==> src/sv/hrlp_pkg.sv <==
// Shared types, constants and the nibble decoder of the hex record line parser.
`default_nettype none

package hrlp_pkg;

	// Longest line, in characters, before an overflow error.
	localparam int LINE_LIMIT = 255;
	// Shortest line that carries a complete record.
	localparam int MIN_LINE   = 18;
	// Width of the character counter: holds 0 .. LINE_LIMIT.
	localparam int CNT_W      = $clog2(LINE_LIMIT + 1);

	// Character positions of the address and data nibbles.
	localparam int ADDR_FIRST = 1;
	localparam int ADDR_LAST  = 8;
	localparam int DATA_FIRST = 10;
	localparam int DATA_LAST  = 17;

	localparam logic [7:0] CHAR_NEWLINE = 8'h0A;
	localparam logic [7:0] CHAR_SEMI    = 8'h3B;

	typedef logic [1:0] kind_t;
	localparam kind_t KIND_WRITE    = 2'd0;
	localparam kind_t KIND_OVERFLOW = 2'd1;
	localparam kind_t KIND_SHORT    = 2'd2;

	typedef logic [CNT_W-1:0] count_t;

	typedef struct packed {
		kind_t       kind;
		logic [31:0] address;
		logic [31:0] word;
		logic        over;
	} result_t;

	// Hex digit of either case to its value; any other byte reads as zero.
	function automatic logic [3:0] nibble_of(input logic [7:0] c);
		logic [3:0] n;
		n = 4'd0;
		case (c) inside
			[8'h30:8'h39]: n = c[3:0];
			[8'h41:8'h46],
			[8'h61:8'h66]: n = c[3:0] + 4'd9;
			default:       n = 4'd0;
		endcase
		return n;
	endfunction

endpackage

`default_nettype wire

==> src/sv/hex_record_line_parser_core.sv <==
// Top level of the hex record line parser: line assembly, error detection and output buffer.
`default_nettype none

// Takes one received character per request on the rx channel and sends at most
// one result per character on the res channel. A newline or semicolon ends a
// line: a line of at least 18 characters yields a write request carrying the
// address from characters 1 to 8 and the data word from characters 10 to 17; a
// shorter one yields an insufficient-data error. Any other character arriving
// when the line already holds the limit yields an overflow error. A semicolon,
// or any error, sets session_over and the block then drops every character
// until reset. Rate: one character per clock while rx_stall is low. The line
// state is held in a single register stage; a result is formed from it and the
// character taken and registered into the output buffer, whose two entries let
// characters keep flowing while the consumer stalls; rx_stall rises only once
// both entries are full.
module hex_record_line_parser_core (
	input  wire logic        clk,
	input  wire logic        arst_n,
	// character channel
	input  wire logic        rx_valid,
	output logic             rx_stall,
	input  wire logic [7:0]  rx_byte,
	// result channel
	output logic             res_valid,
	input  wire logic        res_stall,
	output logic [1:0]       result_kind,
	output logic [31:0]      write_address,
	output logic [31:0]      write_word,
	output logic             session_over
);

	// Line state.
	hrlp_pkg::count_t  count_q;
	logic [31:0]       addr_q;
	logic [31:0]       data_q;
	logic              stopped_q;

	// Output buffer: head register drives the ports, skid entry catches overflow.
	logic              head_valid_q;
	hrlp_pkg::result_t head_q;
	logic              skid_valid_q;
	hrlp_pkg::result_t skid_q;

	logic              take;
	logic              pop;
	logic              is_term;
	logic              is_semi;
	logic              long_enough;
	logic              at_limit;
	logic              has_result;
	logic              in_addr;
	logic              in_data;
	logic [3:0]        nib;
	hrlp_pkg::result_t res_new;

	// Hold the input only when both buffer entries are occupied.
	assign rx_stall = skid_valid_q;
	assign take     = rx_valid && !rx_stall;
	assign pop      = head_valid_q && !res_stall;

	assign is_semi     = (rx_byte == hrlp_pkg::CHAR_SEMI);
	assign is_term     = is_semi || (rx_byte == hrlp_pkg::CHAR_NEWLINE);
	assign long_enough = (count_q >= hrlp_pkg::CNT_W'(hrlp_pkg::MIN_LINE));
	assign at_limit    = (count_q >= hrlp_pkg::CNT_W'(hrlp_pkg::LINE_LIMIT));
	assign in_addr     = (count_q >= hrlp_pkg::CNT_W'(hrlp_pkg::ADDR_FIRST)) &&
	                     (count_q <= hrlp_pkg::CNT_W'(hrlp_pkg::ADDR_LAST));
	assign in_data     = (count_q >= hrlp_pkg::CNT_W'(hrlp_pkg::DATA_FIRST)) &&
	                     (count_q <= hrlp_pkg::CNT_W'(hrlp_pkg::DATA_LAST));
	assign nib         = hrlp_pkg::nibble_of(rx_byte);

	// A result arises on a line end or on a character past the limit.
	assign has_result = take && !stopped_q && (is_term || at_limit);

	always_comb begin
		res_new.kind    = hrlp_pkg::KIND_OVERFLOW;
		res_new.address = 32'd0;
		res_new.word    = 32'd0;
		res_new.over    = 1'b1;
		if (is_term) begin
			if (long_enough) begin
				res_new.kind    = hrlp_pkg::KIND_WRITE;
				res_new.address = addr_q;
				res_new.word    = data_q;
				res_new.over    = is_semi;
			end else begin
				res_new.kind = hrlp_pkg::KIND_SHORT;
			end
		end
	end

	// Line state: advance on ordinary characters, clear on a good line end,
	// freeze on an error or a closing semicolon.
	always_ff @(posedge clk or negedge arst_n) begin
		if (!arst_n) begin
			count_q   <= '0;
			addr_q    <= '0;
			data_q    <= '0;
			stopped_q <= 1'b0;
		end else if (take && !stopped_q) begin
			if (is_term) begin
				if (long_enough) begin
					count_q <= '0;
					addr_q  <= '0;
					data_q  <= '0;
					if (is_semi) begin
						stopped_q <= 1'b1;
					end
				end else begin
					stopped_q <= 1'b1;
				end
			end else if (at_limit) begin
				stopped_q <= 1'b1;
			end else begin
				count_q <= count_q + hrlp_pkg::CNT_W'(1);
				if (in_addr) begin
					addr_q <= {addr_q[27:0], nib};
				end else if (in_data) begin
					data_q <= {data_q[27:0], nib};
				end
			end
		end
	end

	// Output buffer valid flags.
	always_ff @(posedge clk or negedge arst_n) begin
		if (!arst_n) begin
			head_valid_q <= 1'b0;
			skid_valid_q <= 1'b0;
		end else begin
			if (pop) begin
				head_valid_q <= skid_valid_q;
				skid_valid_q <= 1'b0;
			end
			if (has_result) begin
				if (!head_valid_q || pop) begin
					head_valid_q <= 1'b1;
				end else begin
					skid_valid_q <= 1'b1;
				end
			end
		end
	end

	// Output buffer payload: refill the head from the skid entry on a pop,
	// otherwise drop a new result into whichever entry is free.
	always_ff @(posedge clk) begin
		if (pop && skid_valid_q) begin
			head_q <= skid_q;
		end else if (has_result && (!head_valid_q || pop)) begin
			head_q <= res_new;
		end
		if (has_result && head_valid_q && !pop) begin
			skid_q <= res_new;
		end
	end

	assign res_valid     = head_valid_q;
	assign result_kind   = head_q.kind;
	assign write_address = head_q.address;
	assign write_word    = head_q.word;
	assign session_over  = head_q.over;

endmodule

`default_nettype wire
==> config.mk <==
export PLATFORM = sky130hd
export DESIGN_NAME = hex_record_line_parser_core
export DESIGN_NICKNAME = d
export VERILOG_FILES = /design/src/sv/hrlp_pkg.sv /design/src/sv/hex_record_line_parser_core.sv
export SDC_FILE = /design/constraint.sdc
export NUM_CORES = 1
export LEC_CHECK = 0
export BUFFER_PORTS_ARGS = -buffer_cell sky130_fd_sc_hd__clkbuf_2
export CORE_MARGIN = 2
export CORE_UTILIZATION = 40
export DETAILED_ROUTE_END_ITERATION = 7
export GPL_TIMING_DRIVEN = 0
export SLEW_MARGIN = 25
export SYNTH_ARGS = -nofsm -noshare
export SYNTH_HDL_FRONTEND = slang
export SYNTH_SLANG_ARGS = --single-unit
==> constraint.sdc <==
create_clock -name clk -period 9 [get_ports clk]
set_clock_uncertainty 0.15 [all_clocks]
set_input_delay 1.8 -clock clk [delete_from_list [all_inputs] [get_ports clk]]
set_output_delay 1.8 -clock clk [all_outputs]
set_load 0.01 [all_outputs]
==> flow_summary.ini <==
[drt]
drcViolationCount = 0
viasPerCell = 4.97
wl_per_cell_um = 16.9
drt-initial-drc-count = 251
wl_um = 16900
antenna_left = 0
vias = 4983
dr.pass1.iters = 4

[critical_path]
r2r_slack_ns = 5.88
crit_path_cell_trace = clkbuf_2, inv_1, ha_1, nor3b_1, o21a_1, buf_2, o21ai_0, nor2_4, buf_16, buf_12
end_kind = register
timing.rr.end = write_address[30]$_DFFE_PP_
cp.required_ns = 9.04
critPathMaxFanout = 26
path_class = in -> reg
worstSetupStartpointType = input port
cpPeakStageDelay_ns = 0.69
timing.rr.start = res_valid$_DFF_PN0_
arrival_ns = 4.61
critPathTopFamily = simple AND/OR/NAND/NOR gates
critPathSlowestCell = nor2_4
r2r_cells = 5
worst-path-buf-inv = 5

[global_route]
grt_pass1_wl_um = 27700
grt.total_usage_pct = 14.5
antenna_found_initial = 0
grt_max_degree = 41
grt_pass1_vias = 5259
grt-ovfl-total = 0

[layout]
drive_gt1_share_pct = 31.9
area_growth_pct = 19.2
multi_input_area_um2 = 2670
antenna_cells = 0
nFillCells = 1879
final_core_util_pct = 48.4
nets = 726
regArea_um2 = 5900

[place]
place.port_buffers = 80
dpl.hpwl_um = 11600
globalplace.congestion = 0.794
pre_cts_ws_ns = 3.90

[yosys]
synth_cells = 596
ys_types = 48
synth.top_cell.area_share_pct = 45.7
avgSynthCellArea_um2 = 14.8
synth_area_leader_cell = edfxtp_1
ys_ff_latch = 209
synth_fp_nets = 616
yosys_warnings = 0
ys_seq_area_share_pct = 67.0
synthTopCellsByArea = edfxtp_1 46%, dfrtp_1 21%, mux2_2 9.2%
synth_area_um2 = 8800

[die]
ioPinCount = 81
die_w_um = 152
initial_core_util_pct = 40.6
num_rows = 54
die-area_um2 = 23200
coreArea_um2 = 21700
die_height_um = 152

[cts]
postCtsSetupRepairBufs = 0
htreeDepth = 1
cts_tree = yes
cts.sinks = 209
cts_root_buf = clkbuf_16
cts_buffers = 22
clk_pin_slew_ns = 0.06
clock_latency_ns = 0.50
holdBufCountCts = 0
cts.repair.resized = 0
cts_buffer_depth = 3

[power]
pwr-share-comb_pct = 8.7
p_sw_mw = 0.525
finalPower_mw = 2.27
p_int_mw = 1.75
ir_drop_mv = 0.130
power_density_nw_per_um2 = 217
p_sw_share_pct = 23.1
power_frac_clock_pct = 40.8
p_seq_share_pct = 50.5
p_leak_nw = 4.42

[worst_hold_path]
holdCritStartpoint = addr_q[29]$_DFFE_PN0P_
hold_path_end = addr_q[29]$_DFFE_PN0P_
hp-class = reg -> reg
min_path_cells = 1

[timing]
fin_crit_ns = 4.56
max_freq_mhz = 219
slew_viol_final = 0
fin_crit_sh_pct = 50.7
setup_viol = 0
relSlewSlack_pct = 46.5
hold_violations = 0
rsz0062_at_grt = no
setup_ws_ns = 4.44
worst_pin_slew_ns = 0.795

[job]
cap_viol_max_count = 0

[status]
outcome = completed
[power groups by stage]
stage	Clock [mW]	Sequential (mW)	Combinational, mW
6_report	0.927	1.15	0.198
5_1_grt	0.991	1.16	0.225
4_1_cts	0.949	1.15	0.200
3_5_place_dp	0	1.17	0.198
3_3_place_gp	0	1.16	0.189
2_1_floorplan	0	1.14	0.157
[worst reg2reg max path, cell delays in order (launching register included)]
cell	delay, ns
dfrtp_1	0.44
nand2_1	0.14
nor2_1	0.55
clkbuf_1	0.61
clkbuf_1	0.54
mux2_2	0.44
[metrics by stage]
stage | setup TNS (ns) | hold slack, ns | instances | instance area (um^2)
floorplan | 0 | 0.308 | 596 | 8800
global placement | -137.59 | 0.329 | 956 | 9550
detailed placement | 0 | 0.334 | 962 | 9720
CTS | 0 | 0.350 | 1002 | 10500
global route | 0 | 0.377 | 1002 | 10500
finish | 0 | 0.349 | 1002 | 10500
[logic make-up after synthesis]
| kind of cell | after synthesis | share of synthesized area, % |
|---|---|---|
| compound gates | 69 | 5.77 |
| xor+xnor | 2 | 0.199 |
| fa+ha+maj | 8 | 1.14 |
| buf+inv | 57 | 2.86 |
| flops | 209 | 67.0 |
| mux | 104 | 13.6 |
| simple gates | 147 | 9.34 |
[sequential cells by signal (all words and copies together), names as in the netlist, named ones only]
register       flops
skid_q            67
addr_q            32
data_q            32
write_address     32
write_word        32
count_q            8
result_kind        2
res_valid          1
session_over       1
stopped_q          1
[layout by cell type (no fill, tap or decap), types with 25 or more instances in the layout]
cell type	n
dfrtp_1	75
nand2_1	29
clkbuf_2	79
a22o_1	29
nor2_1	25
edfxtp_1	134
clkbuf_1	26
clkbuf_16	25
and2_1	64
mux2_2	72
[Yosys cell counts, drive strengths merged]
library cell  number
a21boi             1
a21o               1
a21oi             12
a22o              29
a2bb2oi            1
a31o               1
a32oi              1
and2              65
and3               1
buf               10
clkbuf            23
dfrtp             75
edfxtp           134
ha                 8
inv               24
mux2              86
mux2i             18
nand2             29
nand3              6
nand4              2
nand4bb            1
nor2              27
nor2b              1
nor3               2
nor3b              3
nor4               1
nor4b              2
o2111ai            1
o211ai             2
o21a               1
o21ai             13
o21bai             1
o221a              1
o311a              1
o31ai              1
o41a               1
o41ai              1
or2                1
or3                3
or3b               3
xnor2              1
xor2               1
[layer usage]
metal / GRT usage [%] / part of all wire [%]
met2: 23.4 / 46
met5: 0 / 0
met1: 19.9 / 48
met4: 4.09 / 1.6
met3: 3.30 / 4.6
[worst max-delay path by stage]
stage                    start                           to  cells after the start
detailed placement  rx_byte[0]         skid_q[47]$_DFFE_PP_                     10
floorplan           rx_byte[0]     result_kind[0]$_DFFE_PP_                      7
global placement    rx_byte[0]  write_address[18]$_DFFE_PP_                      8
CTS                 rx_byte[0]         skid_q[42]$_DFFE_PP_                     10
global route        rx_byte[0]         skid_q[40]$_DFFE_PP_                     10
finish              rx_byte[0]         skid_q[42]$_DFFE_PP_                     10
[cell type report]
cell class                 instances  share of cell area [%]
clock inverter                     9                   0.835
clock buffer                      31                    6.47
multi-input combinational        330                    25.4
sequential                       209                    56.3
inverter                          24                   0.859
buffer                            33                    1.54
timing repair buffer              86                    5.27
tap                              280                    3.34
(Power assumes the default switching activity.)
